===== config.mk =====
export PLATFORM = sky130hd
export DESIGN_NAME = pscc_front
export DESIGN_NICKNAME = d
export VERILOG_FILES = /design/src/sv/pscc_pkg.sv /design/src/sv/pscc_front.sv
export SDC_FILE = /design/constraint.sdc
export NUM_CORES = 1
export LEC_CHECK = 0
export ABC_AREA = 1
export BUFFER_PORTS_ARGS = -buffer_cell sky130_fd_sc_hd__buf_2
export CAP_MARGIN = 20
export CORE_ASPECT_RATIO = 0.9
export CORE_MARGIN = 4
export CORE_UTILIZATION = 55
export CTS_CLUSTER_SIZE = 10
export DETAILED_ROUTE_END_ITERATION = 12
export PLACE_DENSITY = 0.81
export SLEW_MARGIN = 20
export SYNTH_ARGS = -nofsm -noshare
export SYNTH_HDL_FRONTEND = slang
export SYNTH_SLANG_ARGS = --single-unit

===== constraint.sdc =====
create_clock -name i_clk -period 21.4 [get_ports i_clk]
set_input_delay 6.42 -clock i_clk [delete_from_list [all_inputs] [get_ports i_clk]]
set_output_delay 6.42 -clock i_clk [all_outputs]
set_load 0.03 [all_outputs]

===== src/sv/pscc_pkg.sv =====
// Shared types and constants for the polyline sphere collision check.
package pscc_pkg;

    localparam int MAX_POINTS_DEF  = 64;
    localparam int COORD_BITS_DEF  = 24;
    localparam int T_FRAC_BITS_DEF = 16;

    localparam int TUBE_W     = 24;
    localparam int LIMIT_W    = 16;
    localparam int CFG_IDX_W  = 2;
    localparam int CFG_DATA_W = 24;

    localparam logic [CFG_IDX_W-1:0] CFG_TUBE_THICKNESS   = 2'd0;
    localparam logic [CFG_IDX_W-1:0] CFG_DEGENERATE_LIMIT = 2'd1;

    localparam logic [TUBE_W-1:0]  TUBE_RESET  = 24'd0;
    localparam logic [LIMIT_W-1:0] LIMIT_RESET = 16'd1;

    typedef enum logic [1:0] {
        K_LOAD         = 2'd0,
        K_LOAD_RESTART = 2'd1,
        K_QUERY        = 2'd2
    } t_kind;

endpackage


===== src/sv/pscc_front.sv =====
// Input side: accepts items, classifies them and queues them for the back end.
module pscc_front #(
    parameter int COORD_BITS = pscc_pkg::COORD_BITS_DEF
) (
    input  logic                         i_clk,
    input  logic                         i_rst_n,
    input  logic                         i_valid,
    output logic                         o_stall,
    input  logic                         i_func,
    input  logic                         i_restart,
    input  logic signed [COORD_BITS-1:0] i_pos_x,
    input  logic signed [COORD_BITS-1:0] i_pos_y,
    input  logic signed [COORD_BITS-1:0] i_pos_z,
    input  logic        [COORD_BITS-2:0] i_sphere_radius,
    output logic                         o_item_valid,
    input  logic                         i_item_take,
    output pscc_pkg::t_kind              o_kind,
    output logic        [4*COORD_BITS-2:0] o_item
);
    localparam int DEPTH = 4;
    localparam int PW    = $clog2(DEPTH);
    localparam int IW    = 4*COORD_BITS-1;

    logic [IW-1:0]        r_data [DEPTH];
    pscc_pkg::t_kind      r_kind [DEPTH];
    logic [PW-1:0]        r_wr, r_rd;
    logic [PW:0]          r_cnt;
    logic                 push, pop;
    pscc_pkg::t_kind      kind;

    always_comb begin
        if (i_func) begin
            kind = pscc_pkg::K_QUERY;
        end else if (i_restart) begin
            kind = pscc_pkg::K_LOAD_RESTART;
        end else begin
            kind = pscc_pkg::K_LOAD;
        end
    end

    assign o_stall      = (r_cnt == (PW+1)'(DEPTH));
    assign o_item_valid = (r_cnt != '0);
    assign push         = i_valid && !o_stall;
    assign pop          = o_item_valid && i_item_take;
    assign o_kind       = r_kind[r_rd];
    assign o_item       = r_data[r_rd];

    always_ff @(posedge i_clk) begin
        if (push) begin
            r_data[r_wr] <= {i_pos_x, i_pos_y, i_pos_z, i_sphere_radius};
            r_kind[r_wr] <= kind;
        end
    end

    always_ff @(posedge i_clk) begin
        if (!i_rst_n) begin
            r_wr  <= '0;
            r_rd  <= '0;
            r_cnt <= '0;
        end else begin
            if (push) r_wr <= r_wr + 1'b1;
            if (pop)  r_rd <= r_rd + 1'b1;
            case ({push, pop})
                2'b10:   r_cnt <= r_cnt + 1'b1;
                2'b01:   r_cnt <= r_cnt - 1'b1;
                default: r_cnt <= r_cnt;
            endcase
        end
    end

endmodule


==> results.sh, run 1 <==
export IMPL_outcome="completed"
export IMPL_clockBufferDepth=3
export IMPL_final_nets=1311
export IMPL_syn_area_sq_um=14830
export IMPL_ff2ff_path_depth=6
export IMPL_portBuffers=199
export IMPL_h_tree_depth=2
export IMPL_vias=9012
export IMPL_grt_max_degree=124
export IMPL_cap_violations=0
export IMPL_drtIter0Drc=836
export IMPL_fmax_ghz=0.1035
export IMPL_dpl_worst_slack_ns=12.19
export IMPL_post_route_util=0.6551
export IMPL_ioPinCount=200
export IMPL_nFillCells=1835
export IMPL_yosysWarnings=0
export IMPL_die_area_sq_um=29650
export IMPL_routed_wl_microns=31220
export IMPL_setup_worst_path_class="reg -> out"
export IMPL_post_cts_buffers=0
export IMPL_hold_viol_final=0
export IMPL_drive_above_1_share=0.2201
export IMPL_die_h_microns=163.8
export IMPL_ant_nets=0
export IMPL_setup_tns_ns=0
export IMPL_cts_sinks=397
export IMPL_powerDensity_nw_per_um2=126.1
export IMPL_grt_pass1_wl_microns=48420
export IMPL_cp_max_fo=123
export IMPL_placementRows=56
export IMPL_root_buffer="clkbuf_16"
export IMPL_rsz0062_at_grt="no"
export IMPL_reg2reg_slack_ns=18.62
export IMPL_ys_ff_latch=397
export IMPL_start_util=0.5643
export IMPL_multi_input_area_sq_um=2576
export IMPL_p_leak_nw=6.030
export IMPL_drt_pass1_iter_count=5
export IMPL_grt_use_total=0.2048
export IMPL_required_ns=14.98
export IMPL_vias_per_cell=5.758
export IMPL_fp_coreArea_sq_um=26280
export IMPL_final_common_cell="edfxtp_1"
export IMPL_worst_slew_pin_slew_ns=1.101
export IMPL_tritoncts="done"
export IMPL_clock_skew_ns=0.008023
export IMPL_cts_resized=0
export IMPL_ys_seq_area_frac=0.7979
export IMPL_post_dp_cell_area_sq_um=16020
export IMPL_finalInstanceArea_sq_um=17210
export IMPL_first_global_vias=8884
export IMPL_synthDistinctLibCells=18
export IMPL_hold_end="r_wr[0]$_SDFFE_PN0P_"
export IMPL_setup_slack_ns=11.74
export IMPL_hp_class="reg -> reg"
export IMPL_post_route_drc_count=0
export IMPL_ir_worst_vdd_uv=87.21
export IMPL_mostFrequentLayoutCells="edfxtp_1, nor2_1, buf_2"
export IMPL_post_drt_wl_per_cell_microns=19.95
export IMPL_slew_violations=0
export IMPL_endpoint_kind="primary output"
export IMPL_antenna_found_initial=3
export IMPL_synthCells=1008
export IMPL_dp_hpwl_microns=17460
export IMPL_numCtsBuffers=45
export IMPL_synth_nets=1115
export IMPL_reg2reg_to="r_data[3][82]$_DFFE_PP_"
export IMPL_min_period_ns=9.662
export IMPL_crit_arrival_ns=3.24
export IMPL_clk_pin_slew_ns=0.06
export IMPL_insertion_delay_ns=0.52
export IMPL_overflow=0
export IMPL_seqCellArea_sq_um=11840
export IMPL_postCtsHoldBufs=0
export IMPL_syn_to_final_growth_pct=16.09
export IMPL_avgSynthCellArea_sq_um=14.71
export IMPL_start_kind="register"
export IMPL_hp_start="r_wr[0]$_SDFFE_PN0P_"
export IMPL_die_x_microns=181.1
export IMPL_slew_headroom=0.2663
export IMPL_r2r_start="r_cnt[1]$_SDFFE_PN0P_"
export IMPL_holdPathStages=2
export IMPL_gp_congestion=0.7617
export IMPL_fin_crit_sh=0.4515
export IMPL_finalSetupViolCount=0
[critical path, stage by stage, from the launching register on]
cell and delay, ns:
dfxtp_4 0.56, inv_6 0.69, buf_4 0.72, o21ai_0 0.16, o22ai_1 0.26, buf_2 0.25
[metal layers]
layer  routed length [microns]  track usage  vias to the layer above
met4                       667      0.05457                        4
li1                          -            -                     4181
met3                      2351      0.05204                       61
met2                     14750       0.3266                      322
met1                     13420       0.2880                     4444
met5                        20            0                        -
[report_power, final]
group	internal (mW)	switching, mW	leakage, nW
registers	0.925	0.0373	3.64
logic	0.143	0.421	1.81
clock network	0.378	0.264	0.580
[stage by stage]
stage               cells  total power, mW  hold WS (ns)
finish               1565            2.170        0.5061
global route         1562            2.266        0.5424
CTS                  1561            2.185        0.5136
detailed placement   1505            1.544        0.5060
global placement     1505            1.529        0.4787
floorplan            1008            1.382        0.4621
[logic make-up (layout without fill, tap and decap cells)]
group	Yosys count	count (layout)	share of synthesized area
other	0	4	0
AOI/OAI and AO/OA	298	298	0.1088
DFF	397	397	0.7979
adders and majority gates	6	6	0.005569
and+or+nand+nor	225	225	0.05738
buffers and inverters	82	287	0.03038
[Yosys cell counts (all sizes together)]
| cell type | instances | area, sq um |
|---|---|---|
| inv | 20 | 77.57 |
| nor2 | 205 | 769.5 |
| clkbuf | 28 | 108.9 |
| fa | 1 | 20.02 |
| o22ai | 97 | 606.8 |
| edfxtp | 388 | 11650 |
| dfxtp | 9 | 180.2 |
| o21ai | 196 | 980.9 |
| nand2 | 15 | 56.30 |
| nand3 | 5 | 25.02 |
| a21oi | 5 | 25.02 |
| ha | 5 | 62.56 |
| buf | 34 | 264.0 |
[worst max path at each step]
| stage | from | to | depth (start not counted) |
|---|---|---|---|
| 2_1_floorplan | i_valid | r_data[0][0]$_DFFE_PP_ | 2 |
| 3_3_place_gp | register | o_item[82] | 5 |
| 3_5_place_dp | register | o_item[5] | 5 |
| 4_1_cts | register | o_item[5] | 5 |
| 5_1_grt | register | o_item[82] | 5 |
| 6_report | register | o_item[5] | 5 |
[state kept, by name (all words and copies together) (netlist names), named ones only]
signal  cells
r_data    380
r_wr        2
r_cnt       3
r_kind      8
r_rd        2
[area by class of cell]
class | count | area share
Antenna cell | 4 | 0.0005815
Clock buffer | 54 | 0.06796
Clock inverter | 2 | 0.001018
Inverter | 20 | 0.004652
Multi-Input combinational cell | 529 | 0.1497
Sequential cell | 397 | 0.6877
Tap cell | 348 | 0.02529
Timing Repair Buffer | 211 | 0.06309
Note: power is estimated with default switching activity, not from simulation.
==> run 2, diff against run 1 <==
--- a/config.mk
+++ b/config.mk
@@ -5,7 +5,7 @@
 export SDC_FILE = /design/constraint.sdc
 export NUM_CORES = 1
 export LEC_CHECK = 0
-export ABC_AREA = 1
+export ABC_AREA = 0
 export BUFFER_PORTS_ARGS = -buffer_cell sky130_fd_sc_hd__buf_2
 export CAP_MARGIN = 20
 export CORE_ASPECT_RATIO = 0.9
==> constraint.sdc (replaced) <==
create_clock -name i_clk -period 9.81 [get_ports i_clk]
set_input_delay 2.943 -clock i_clk [delete_from_list [all_inputs] [get_ports i_clk]]
set_output_delay 2.943 -clock i_clk [all_outputs]
set_load 0.03 [all_outputs]
==> results.sh, run 2 <==
export IMPL_slew_headroom=0.2835
export IMPL_die_x_microns=179.0
export IMPL_setup_tns_ns=0
export IMPL_grt_use_total=0.1940
export IMPL_mostFrequentLayoutCells="edfxtp_1, buf_2, mux4_2"
export IMPL_reg2reg_to="r_data[2][15]$_DFFE_PP_"
export IMPL_root_buffer="clkbuf_16"
export IMPL_path_cells="buf_6 > mux4_2 > buf_2"
export IMPL_drt_pass1_iter_count=5
export IMPL_h_tree_depth=2
export IMPL_worst_slew_pin_slew_ns=1.075
export IMPL_yosysTopAreaCellShare=0.8046
export IMPL_synth_top_area_cell="edfxtp_1"
export IMPL_required_ns=6.87
export IMPL_placementRows=56
export IMPL_p_sw_mw=1.427
export IMPL_outcome="completed"
export IMPL_rsz0062_at_grt="no"
export IMPL_syn_area_sq_um=14480
export IMPL_hold_ws_ns=0.5152
export IMPL_dp_cells=1089
export IMPL_cap_violations=0
export IMPL_slew_violations=0
export IMPL_crit_path_end="o_item[53]"
export IMPL_crit_arrival_ns=3.06
export IMPL_drive_above_1_share=0.4456
export IMPL_hp_start="r_wr[1]$_SDFFE_PN0P_"
export IMPL_fin_crit_sh=0.6117
export IMPL_synth_top_cells_by_count="edfxtp_1, mux4_2, buf_2, dfxtp_1, clkbuf_1"
export IMPL_p_clk_frac=0.296
export IMPL_power_share_combinational=0.256
export IMPL_antenna_found_initial=2
export IMPL_cp_buffers_inverters=2
export IMPL_avgSynthCellArea_sq_um=25.86
export IMPL_crit_slowest_cell="dfxtp_4"
export IMPL_ys_seq_area_frac=0.8171
export IMPL_hp_class="reg -> reg"
export IMPL_regMostFlops="r_data"
export IMPL_p_seq_frac=0.449
export IMPL_ff2ff_path_depth=4
export IMPL_finalSetupViolCount=0
export IMPL_fp_coreArea_sq_um=25990
export IMPL_cts_resized=0
export IMPL_gp_congestion=0.6984
export IMPL_ioPinCount=200
export IMPL_drtIter0Drc=635
export IMPL_synth_most_common_cell="edfxtp_1"
export IMPL_postSynth_asyncResetShare=0
export IMPL_min_period_ns=6.001
export IMPL_clk_pin_slew_ns=0.05
export IMPL_first_global_vias=7223
export IMPL_postCtsHoldBufs=0
export IMPL_vias_per_cell=5.713
export IMPL_finalPower_mw=4.795
export IMPL_final_common_cell="edfxtp_1"
export IMPL_crit_family="flip-flops"
export IMPL_yosysWarnings=0
export IMPL_final_cells=1148
export IMPL_p_leak_nw=5.689
export IMPL_syn_to_final_growth_pct=17.69
export IMPL_largestRegisters="r_data x380, r_kind x8, r_cnt x3"
export IMPL_numCtsBuffers=45
export IMPL_start_util=0.5570
export IMPL_synthDistinctLibCells=23
export IMPL_slowest_delay_ns=0.92
export IMPL_grt_max_degree=70
export IMPL_hold_viol_final=0
export IMPL_grt_pass1_wl_microns=42190
export IMPL_synth_area_leaders="edfxtp_1, mux4_2, dfxtp_1, ha_1, buf_2"
export IMPL_post_cts_buffers=0
export IMPL_synth_edf_count=388
export IMPL_start_kind="register"
export IMPL_synthCells=560
export IMPL_fmax_ghz=0.1666
export IMPL_overflow=0
export IMPL_ant_nets=0
export IMPL_post_route_drc_count=0
export IMPL_cts_sinks=397
export IMPL_ys_ff_latch=397
export IMPL_synth_nets=667
export IMPL_ir_worst_vdd_uv=192.7
export IMPL_tritoncts="done"
export IMPL_reg2reg_slack_ns=6.92
export IMPL_power_internal_mw=3.368
export IMPL_routed_wl_microns=27170
export IMPL_largest_reg_flops=380
export IMPL_die_area_sq_um=28990
export IMPL_final_nets=895
export IMPL_path_depth=3
export IMPL_dp_hpwl_microns=16400
export IMPL_portBuffers=199
export IMPL_powerDensity_nw_per_um2=281.4
export IMPL_cp_max_fo=55
export IMPL_synthFlopType="edfxtp_1"
export IMPL_post_drt_wl_per_cell_microns=23.67
export IMPL_clockBufferDepth=3
export IMPL_clock_skew_ns=0.01368
export IMPL_p_sw_frac=0.2976
export IMPL_vias=6559
export IMPL_die_h_microns=161.9
export IMPL_setup_worst_path_class="reg -> out"
export IMPL_r2r_start="r_cnt[0]$_SDFFE_PN0P_"
export IMPL_nFillCells=1615
export IMPL_insertion_delay_ns=0.52
export IMPL_endpoint_kind="primary output"
[run 2: cell count changes after synthesis, sizes merged, moves of 5 or more]
cell and change:
nand3 -5, nor2 -205, o21ai -194, and2 +7, inv -14, mux4 +97
o22ai -97, clkbuf -20, nand2 -10, a21oi -5, buf -18
[run 2: final cells by class]
cell class                 instances  area, sq um  share of cell area
inverter                           6        22.52            0.001322
tap                              348        435.4             0.02555
clock inverter                     2        12.51           0.0007342
clock buffer                      56         1210             0.07100
sequential                       397        11840              0.6947
timing repair buffer             205         1045             0.06131
multi-input combinational        133         2475              0.1452
antenna                            1        2.502           0.0001468
[run 2: worst min path at each step]
stage                     cells after the start                   end
after floorplan                               2  r_wr[1]$_SDFFE_PN0P_
after global placement                        2  r_wr[1]$_SDFFE_PN0P_
after detailed placement                      2  r_wr[1]$_SDFFE_PN0P_
after CTS                                     2  r_wr[1]$_SDFFE_PN0P_
after global routing                          2  r_wr[0]$_SDFFE_PN0P_
final                                         2  r_wr[1]$_SDFFE_PN0P_
[run 2: metrics by stage]
stage / area (sq um) / setup slack [ns] / util
finish: 17040 / 3.809 / 0.6556
global route: 17040 / 3.510 / 0.6555
CTS: 17040 / 3.420 / 0.6553
detailed placement: 15810 / 3.971 / 0.6083
global placement: 15810 / 4.005 / 0.6083
floorplan: 14480 / 3.774 / -
[run 2: tightest hold or removal path, delay by kind of cell, from the launching register on]
kind / cells / cell delay, ns
flops: 1 / 0.34
simple gates: 1 / 0.07
mux: 1 / 0.05
[run 2: cell families (layout without fill, tap and decap cells)]
group,after synthesis,in the layout,share of synthesized area
compound gates,5,5,0.002420
xor+xnor,4,4,0.002420
fa+ha+maj,6,6,0.005703
buf+inv,30,269,0.01270
flops,397,397,0.8171
mux,99,99,0.1523
other cells,0,1,0
simple gates,19,19,0.007431
[run 2: metal layers]
layer | track usage | vias up | wire length (microns)
met5 | 0 | - | 21
met4 | 0.04569 | 4 | 471
met3 | 0.05306 | 53 | 2388
met2 | 0.3245 | 289 | 13820
met1 | 0.2592 | 3371 | 10460
li1 | - | 2842 | -
[run 2: power groups by stage]
stage / clock network, mW / logic, mW / registers [mW]
6_report: 1.42 / 1.23 / 2.15
5_1_grt: 1.54 / 1.30 / 2.17
3_3_place_gp: 0 / 1.22 / 2.17
3_5_place_dp: 0 / 1.24 / 2.19
2_1_floorplan: 0 / 0.987 / 2.12
4_1_cts: 1.45 / 1.25 / 2.16
